`config.mk`:
```
export PLATFORM = sky130hd
export DESIGN_NAME = sync_length_checksum_frame_parser_flat
export DESIGN_NICKNAME = d
export VERILOG_FILES = /design/src/slcfp_pkg.sv /design/src/slcfp_ifs.sv /design/src/slcfp_in_reg.sv /design/src/slcfp_fsm.sv /design/src/sync_length_checksum_frame_parser.sv /design/src/flat_wrapper.sv
export VERILOG_INCLUDE_DIRS = /design/src /design/src/src
export SDC_FILE = /design/constraint.sdc
export NUM_CORES = 1
export LEC_CHECK = 0
export ABC_CLOCK_PERIOD_IN_PS = 6500
export BUFFER_PORTS_ARGS = -buffer_cell sky130_fd_sc_hd__buf_2
export CORE_MARGIN = 2
export CORE_UTILIZATION = 40
export CTS_BUF_LIST = sky130_fd_sc_hd__clkbuf_4 sky130_fd_sc_hd__clkbuf_8 sky130_fd_sc_hd__clkbuf_16
export CTS_CLUSTER_DIAMETER = 50
export DETAILED_ROUTE_END_ITERATION = 16
export PLACE_DENSITY_LB_ADDON = 0.3
export SYNTH_ARGS = -nofsm -noshare
export SYNTH_HDL_FRONTEND = slang
export SYNTH_HIERARCHICAL = 1
export SYNTH_SLANG_ARGS = --single-unit
export TNS_END_PERCENT = 5
```
`constraint.sdc`:
```
create_clock -name clk -period 6.5 [get_ports clk]
set_clock_uncertainty 0.2 [all_clocks]
set_input_delay 1.3 -clock clk [delete_from_list [all_inputs] [get_ports clk]]
set_output_delay 1.3 -clock clk [all_outputs]
set_load 0.01 [all_outputs]
```
`src/sync_length_checksum_frame_parser_defines.svh`:
```
// Assertion helpers for the frame parser.
`ifndef SYNC_LENGTH_CHECKSUM_FRAME_PARSER_DEFINES_SVH
`define SYNC_LENGTH_CHECKSUM_FRAME_PARSER_DEFINES_SVH

// Property that must hold on every edge out of reset.
`define SLCFP_ASSERT(lbl, clk, rstn, prop, msg) \
	lbl: assert property (@(posedge clk) disable iff (!(rstn)) (prop)) else $error(msg);

// Antecedent in this cycle implies consequent in the next.
`define SLCFP_ASSERT_NEXT(lbl, clk, rstn, ante, cons, msg) \
	lbl: assert property (@(posedge clk) disable iff (!(rstn)) (ante) |=> (cons)) \
		else $error(msg);

`endif

```
`src/slcfp_pkg.sv`:
```
package slcfp_pkg;

	localparam int PAYLOAD_MAX = 1024;
	localparam int CNT_W       = 11;
	localparam int POS_W       = 10;
	localparam logic [7:0] SYNC_RESET = 8'h5a;

	typedef enum logic [2:0] {
		ST_NONE = 3'd0,
		ST_DATA = 3'd1,
		ST_GOOD = 3'd2,
		ST_BAD  = 3'd3,
		ST_LONG = 3'd4
	} status_t;

	// contents of the input register
	typedef struct packed {
		logic       valid;
		logic [7:0] rx_byte;
	} stage_t;

endpackage

```
`src/slcfp_ifs.sv`:
```
interface slcfp_in_if;
	logic       valid;
	logic       ready;
	logic [7:0] rx_byte;

	modport source (output valid, output rx_byte, input ready);
	modport sink (input valid, input rx_byte, output ready);
endinterface

interface slcfp_out_if;
	logic        valid;
	logic        ready;
	logic [2:0]  status;
	logic [7:0]  data_byte;
	logic [9:0]  position;
	logic [10:0] payload_count;

	modport source (output valid, output status, output data_byte, output position,
		output payload_count, input ready);
	modport sink (input valid, input status, input data_byte, input position,
		input payload_count, output ready);
endinterface

```
`src/slcfp_in_reg.sv`:
```
module slcfp_in_reg (
	input  logic              clk,
	input  logic              arst_n,
	slcfp_in_if.sink          rx,
	input  logic              adv,
	output slcfp_pkg::stage_t stg_s1
);

	logic                valid_s1;
	logic [7:0]          byte_s1;

	assign rx.ready = !valid_s1 || adv;

	always_ff @(posedge clk or negedge arst_n) begin
		if (!arst_n) begin
			valid_s1 <= 1'b0;
		end else if (rx.ready) begin
			valid_s1 <= rx.valid;
		end
	end

	always_ff @(posedge clk) begin
		if (rx.ready && rx.valid) begin
			byte_s1 <= rx.rx_byte;
		end
	end

	assign stg_s1.valid   = valid_s1;
	assign stg_s1.rx_byte = byte_s1;

endmodule

```
`src/slcfp_fsm.sv`:
```
`include "sync_length_checksum_frame_parser_defines.svh"

module slcfp_fsm (
	input  logic              clk,
	input  logic              arst_n,
	input  logic              sync_we,
	input  logic [7:0]        sync_wdata,
	input  slcfp_pkg::stage_t stg_s1,
	output logic              adv,
	slcfp_out_if.source       res
);

	typedef enum logic [2:0] {
		PH_IDLE,
		PH_HDR,
		PH_LEN_LO,
		PH_LEN_HI,
		PH_PAYLOAD,
		PH_CHECK
	} phase_t;

	localparam int CW = slcfp_pkg::CNT_W;
	localparam int PW = slcfp_pkg::POS_W;

	phase_t                   phase_q, phase_d;
	logic [7:0]               sum_q, sum_d;
	logic [7:0]               len_lo_q, len_lo_d;
	logic [CW-1:0]            plen_q, plen_d;
	logic [CW-1:0]            cnt_q, cnt_d;
	logic [7:0]               sync_q;

	logic                     res_valid_q;
	slcfp_pkg::status_t       status_q, status_d;
	logic [7:0]               data_q, data_d;
	logic [PW-1:0]            pos_q, pos_d;

	logic [7:0]               b;
	logic [7:0]               sum_add;
	logic [15:0]              len_full;
	logic [CW-1:0]            cnt_inc;

	assign adv     = stg_s1.valid && (!res_valid_q || res.ready);
	assign b       = stg_s1.rx_byte;
	assign sum_add = sum_q + b;
	assign len_full = {b, len_lo_q};
	assign cnt_inc = cnt_q + CW'(1);

	always_comb begin
		phase_d  = phase_q;
		sum_d    = sum_q;
		len_lo_d = len_lo_q;
		plen_d   = plen_q;
		cnt_d    = cnt_q;
		status_d = slcfp_pkg::ST_NONE;
		data_d   = '0;
		pos_d    = '0;
		case (phase_q)
			PH_IDLE: begin
				sum_d  = '0;
				plen_d = '0;
				cnt_d  = '0;
				if (b == sync_q) begin
					sum_d   = b;
					phase_d = PH_HDR;
				end
			end
			PH_HDR: begin
				sum_d   = sum_add;
				phase_d = PH_LEN_LO;
			end
			PH_LEN_LO: begin
				sum_d    = sum_add;
				len_lo_d = b;
				phase_d  = PH_LEN_HI;
			end
			PH_LEN_HI: begin
				sum_d = sum_add;
				// length counts the checksum byte too
				if (len_full > 16'(slcfp_pkg::PAYLOAD_MAX + 1)) begin
					status_d = slcfp_pkg::ST_LONG;
					phase_d  = PH_IDLE;
				end else if (len_full < 16'd2) begin
					plen_d  = '0;
					phase_d = PH_CHECK;
				end else begin
					plen_d  = CW'(len_full - 16'd1);
					phase_d = PH_PAYLOAD;
				end
			end
			PH_PAYLOAD: begin
				sum_d    = sum_add;
				status_d = slcfp_pkg::ST_DATA;
				data_d   = b;
				pos_d    = cnt_q[PW-1:0];
				cnt_d    = cnt_inc;
				if (cnt_inc >= plen_q) begin
					phase_d = PH_CHECK;
				end
			end
			PH_CHECK: begin
				status_d = (b == sum_q) ? slcfp_pkg::ST_GOOD : slcfp_pkg::ST_BAD;
				phase_d  = PH_IDLE;
			end
			default: begin
				phase_d = PH_IDLE;
			end
		endcase
	end

	always_ff @(posedge clk or negedge arst_n) begin
		if (!arst_n) begin
			phase_q     <= PH_IDLE;
			sum_q       <= '0;
			len_lo_q    <= '0;
			plen_q      <= '0;
			cnt_q       <= '0;
			sync_q      <= slcfp_pkg::SYNC_RESET;
			res_valid_q <= 1'b0;
			status_q    <= slcfp_pkg::ST_NONE;
			data_q      <= '0;
			pos_q       <= '0;
		end else begin
			if (sync_we) begin
				sync_q <= sync_wdata;
			end
			if (adv) begin
				phase_q     <= phase_d;
				sum_q       <= sum_d;
				len_lo_q    <= len_lo_d;
				plen_q      <= plen_d;
				cnt_q       <= cnt_d;
				res_valid_q <= 1'b1;
				status_q    <= status_d;
				data_q      <= data_d;
				pos_q       <= pos_d;
			end else if (res.ready) begin
				res_valid_q <= 1'b0;
			end
		end
	end

	assign res.valid         = res_valid_q;
	assign res.status        = status_q;
	assign res.data_byte     = data_q;
	assign res.position      = pos_q;
	assign res.payload_count = cnt_q;

	`SLCFP_ASSERT(a_cnt_cap, clk, arst_n, cnt_q <= CW'(slcfp_pkg::PAYLOAD_MAX),
		"payload count above capacity")
	`SLCFP_ASSERT(a_cnt_in_frame, clk, arst_n, (phase_q != PH_PAYLOAD) || (cnt_q < plen_q),
		"payload phase past frame length")
	`SLCFP_ASSERT(a_data_zero, clk, arst_n,
		!res_valid_q || (status_q == slcfp_pkg::ST_DATA) || (data_q == '0 && pos_q == '0),
		"data or position set outside a payload transfer")
	`SLCFP_ASSERT_NEXT(a_long_drop, clk, arst_n, adv && status_d == slcfp_pkg::ST_LONG,
		phase_q == PH_IDLE, "oversize frame not dropped")
	`SLCFP_ASSERT_NEXT(a_end_idle, clk, arst_n,
		adv && (status_d == slcfp_pkg::ST_GOOD || status_d == slcfp_pkg::ST_BAD),
		phase_q == PH_IDLE && res_valid_q, "frame end did not return to idle")

endmodule

```
`src/sync_length_checksum_frame_parser.sv`:
```
// Throughput: one byte per cycle while results are taken. Each byte passes
// the input register, its result the result register; each holds one item,
// and the result register frees in the cycle it is taken. Reset (arst_n
// low, async): parser idle waiting for sync, sum, length and count cleared,
// no result pending, sync byte back to 0x5A.
module sync_length_checksum_frame_parser (
	input  logic        clk,
	input  logic        arst_n,
	input  logic        sync_we,
	input  logic [7:0]  sync_wdata,
	slcfp_in_if.sink    rx,
	slcfp_out_if.source res
);

	slcfp_pkg::stage_t stg_s1;
	logic              adv;

	slcfp_in_reg u_in_reg (
		.clk    (clk),
		.arst_n (arst_n),
		.rx     (rx),
		.adv    (adv),
		.stg_s1 (stg_s1)
	);

	slcfp_fsm u_fsm (
		.clk        (clk),
		.arst_n     (arst_n),
		.sync_we    (sync_we),
		.sync_wdata (sync_wdata),
		.stg_s1     (stg_s1),
		.adv        (adv),
		.res        (res)
	);

endmodule

```
`src/flat_wrapper.sv`:
```
// flat-port wrapper written by rule: the top's interface ports become plain ports
module sync_length_checksum_frame_parser_flat 
  (clk, arst_n, sync_we, sync_wdata, rx_valid, rx_rx_byte, rx_ready, res_valid, res_status, res_data_byte, res_position, res_payload_count, res_ready);
  slcfp_in_if rx_i ();
  slcfp_out_if res_i ();
  input  logic clk;
  input  logic arst_n;
  input  logic sync_we;
  input  logic [7:0] sync_wdata;
  input wire logic [$bits(rx_i.valid)-1:0] rx_valid;
  input wire logic [$bits(rx_i.rx_byte)-1:0] rx_rx_byte;
  output wire logic [$bits(rx_i.ready)-1:0] rx_ready;
  output wire logic [$bits(res_i.valid)-1:0] res_valid;
  output wire logic [$bits(res_i.status)-1:0] res_status;
  output wire logic [$bits(res_i.data_byte)-1:0] res_data_byte;
  output wire logic [$bits(res_i.position)-1:0] res_position;
  output wire logic [$bits(res_i.payload_count)-1:0] res_payload_count;
  input wire logic [$bits(res_i.ready)-1:0] res_ready;
  assign rx_i.valid = rx_valid;
  assign rx_i.rx_byte = rx_rx_byte;
  assign rx_ready = rx_i.ready;
  assign res_valid = res_i.valid;
  assign res_status = res_i.status;
  assign res_data_byte = res_i.data_byte;
  assign res_position = res_i.position;
  assign res_payload_count = res_i.payload_count;
  assign res_i.ready = res_ready;
  sync_length_checksum_frame_parser u_core (.clk(clk), .arst_n(arst_n), .sync_we(sync_we), .sync_wdata(sync_wdata), .rx(rx_i), .res(res_i));
endmodule
```
==> results_dict.tcl <==
set metrics [dict create \
    netlist_area_mm2 0.004269 \
    fin_util 0.4705 \
    pwr-share-clk 0.261 \
    hold_viol_final 0 \
    synthArstFlopShare 0.9000 \
    ir_drop_v 0.0002628 \
    p_sw_frac 0.3388 \
    path_clk_slew_ns 0.08 \
    r2r_end "u_core/u_fsm/plen_q[2]" \
    synth_cells 406 \
    ys_ff_latch 80 \
    holdBufCountCts 0 \
    clk_latency_ns 0.36 \
    leakage_nw 2.183 \
    switchingPower_uw 525.9 \
    placedInstanceArea_mm2 0.004641 \
    tritoncts "done" \
    clkSinkCount 80 \
    start_util 0.4135 \
    slew_headroom 0.3773 \
    grt_max_degree 73 \
    finalSetupViolCount 0 \
    hold-path-endpoint "u_core/u_fsm/res.status[0]" \
    syn_avg_cell_area_um2 10.52 \
    dieHeight_um 107.3 \
    rsz0062_at_grt "false" \
    cts.path.max_buffers 2 \
    vias_per_cell 5.399 \
    maxCapViolCount 0 \
    layout.cells.non_filler 594 \
    wl_met2_um 4401 \
    startpoint_type "primary input" \
    die_w_um 107.3 \
    grt_pass1_wl_um 15800 \
    diodes 0 \
    firstDrtPassIters 4 \
    first_iter_violations 135 \
    die_area_mm2 0.01152 \
    io_buffers 54 \
    grt.overflow.total 0 \
    syn_to_final_growth_pct 13.77 \
    endpoint_kind "output port" \
    dp_cells 578 \
    slew_viol_final 0 \
    arrival_ns 2.60 \
    cts_inserted_buffers 9 \
    reg2regPathDepth 10 \
    hold_class "reg2reg" \
    synth_flop_cell "dfrtp_1" \
    hold_depth 2 \
    track_usage 0.1756 \
    nets 496 \
    fin_crit_ns 4.095 \
    drt_wl_total_um 9487 \
    cts_resized 0 \
    worstMarginPinSlew_ns 0.9340 \
    met3_length_um 467 \
    criticalPathCategory "in2out" \
    crit_fanout 29 \
    p_per_area_mw_per_mm2 319.6 \
    num_rows 37 \
    final_area_mm2 0.004857 \
    hold_path_startpoint "u_core/u_fsm/res.status[0]" \
    setup_slack_ns 2.405 \
    postCtsSetupRepairBufs 0 \
    num_io_pins 55 \
    pwr-share-comb 0.306 \
    drc_errors 0 \
    synth_cell_types 54 \
    core_area_mm2 0.01032 \
    worstPathRequired_ns 5.00 \
    first_global_vias 3112 \
    gp_congestion 0.7837 \
    seqPwrFrac 0.433 \
    status "finished clean" \
    synth-edff-count 8 \
    vias 3207 \
    p_int_mw 1.026 \
    wl_met1_um 4499 \
    htree_levels 3 \
    routed.top_layer "met4" \
    ys_warn_count 6 \
    tns_ns 0 \
    whs_ns 0.2822 \
    post-route-period-util 0.6301 \
    clock-root-buffer "clkbuf_8" \
    dpl_worst_slack_ns 2.375 \
    seq_area_frac_synth 0.4795 \
    drive_gt1_frac 0.2249 \
    wire_per_inst_um 15.97 \
    regToRegStartpoint "u_core/u_fsm/res.payload_count[0]" \
    p_total_mw 1.552 \
    hpwlAfterDp_um 6750 \
    syn-num-nets 449 \
    fmax_ghz 0.2442 \
    grt_antenna_before_repair 0 \
    route.antenna.remaining_nets 0 \
    r2r_setup_slack_ns 2.60 \
]
[flip-flops by register name, summed over array words and instances, names as in the netlist, 3 cells and up]
name,count
u_core/u_fsm/sum_q,8
u_core/u_fsm/res.payload_count,11
u_core/u_in_reg/byte_s1,8
u_core/u_fsm/phase_q,3
u_core/u_fsm/plen_q,11
u_core/u_fsm/res.status,3
u_core/u_fsm/len_lo_q,8
u_core/u_fsm/res.data_byte,8
u_core/u_fsm/res.position,10
u_core/u_fsm/sync_q,8
[layer usage]
layer  global-route usage  vias to the layer above
met5                    0                        -
met4              0.05288                        0
met3              0.04298                       15
met2               0.2825                       88
met1               0.2346                     1537
li1                     -                     1567
[Yosys cell counts (2+ instances only)]
cell type | count | area [um2]
xor2_1 | 4 | 35.03
nor4_1 | 3 | 18.77
o21ai_1 | 8 | 40.04
edfxtp_1 | 8 | 240.2
a2111oi_0 | 2 | 17.52
o31ai_1 | 2 | 15.01
ha_1 | 21 | 262.8
o211ai_1 | 4 | 30.03
a21o_1 | 2 | 15.01
nand3_1 | 9 | 45.04
a21oi_1 | 12 | 60.06
dfrtp_1 | 68 | 1702
mux2_2 | 18 | 202.7
and3_1 | 4 | 25.02
nor2_1 | 21 | 78.83
or3_1 | 4 | 25.02
or4_1 | 9 | 67.56
a211oi_1 | 2 | 15.01
a22o_1 | 23 | 201.4
o2111ai_1 | 2 | 17.52
nand4_1 | 4 | 25.02
o21ai_0 | 26 | 130.1
dfstp_2 | 4 | 105.1
mux2i_1 | 5 | 50.05
nand2_1 | 32 | 120.1
clkbuf_1 | 16 | 60.06
or4_4 | 2 | 22.52
xnor2_1 | 23 | 201.4
a32oi_1 | 3 | 26.28
inv_1 | 19 | 71.32
buf_1 | 2 | 7.510
nand2b_1 | 13 | 81.33
nor3_1 | 10 | 50.05
[kinds of logic (layout without fill, tap and decap cells)]
family          after synthesis  count (layout)  share of synthesized area
simple gates                116             116                     0.1421
compound gates               96              96                     0.1577
flops                        80              80                     0.4795
buf+inv                      42              94                    0.03986
xor+xnor                     27              27                    0.05539
mux                          23              23                    0.05920
fa+ha+maj                    22              22                    0.06624
[critical path: stages]
cell and delay [ns]:
buf_2 0.09, nand2b_1 0.15, nand2_1 0.09, buf_4 0.31, clkinv_1 0.28, nand2b_4 0.22
buf_2 0.14
[worst max path at each step]
stage / from / endpoint / slack [ns] / cells after the start
after floorplan: res_ready / rx_ready / 2.81 / 5
after global placement: res_ready / rx_ready / 2.45 / 7
after detailed placement: res_ready / u_core/u_fsm/res.payload_count[0] / 2.38 / 9
after CTS: res_ready / rx_ready / 2.42 / 7
after global routing: u_core/u_fsm/res.payload_count[0] / u_core/u_fsm/plen_q[2] / 2.15 / 10
final: res_ready / rx_ready / 2.40 / 7
[placed cells by master, fill, tap and decap left out, types with 3 or more instances in the layout]
cell type / synthesis / layout
dfrtp_1: 68 / 68
buf_2: 1 / 54
nand2_1: 32 / 32
o21ai_0: 26 / 26
xnor2_1: 23 / 23
a22o_1: 23 / 23
nor2_1: 21 / 21
ha_1: 21 / 21
inv_1: 19 / 19
mux2_2: 18 / 18
nand2b_1: 13 / 13
a21oi_1: 12 / 12
nor3_1: 10 / 10
clkbuf_8: 0 / 9
nand3_1: 9 / 9
or4_1: 9 / 9
o21ai_1: 8 / 8
edfxtp_1: 8 / 8
mux2i_1: 5 / 5
and3_1: 4 / 4
xor2_1: 4 / 4
o211ai_1: 4 / 4
or3_1: 4 / 4
nand4_1: 4 / 4
dfstp_2: 4 / 4
clkbuf_4: 0 / 3
buf_4: 1 / 3
a32oi_1: 3 / 3
nor4_1: 3 / 3
[area by class of cell]
cell class | count | area (um2)
fill | 964 | 5466
tap | 136 | 170.2
clock buffer | 12 | 146.4
multi-input combinational | 284 | 2052
sequential | 80 | 2047
clock inverter | 4 | 70.07
timing repair buffer | 57 | 292.8
inverter | 21 | 78.83
[power groups by stage]
| stage | clock (mW) | sequential [mW] | combinational (mW) |
|---|---|---|---|
| global placement | 0 | 0.678 | 0.455 |
| finish | 0.405 | 0.672 | 0.475 |
| CTS | 0.412 | 0.673 | 0.475 |
| floorplan | 0 | 0.652 | 0.383 |
| detailed placement | 0 | 0.683 | 0.473 |
| global route | 0.428 | 0.686 | 0.536 |
No activity file was read; power rests on OpenSTA's default activity.
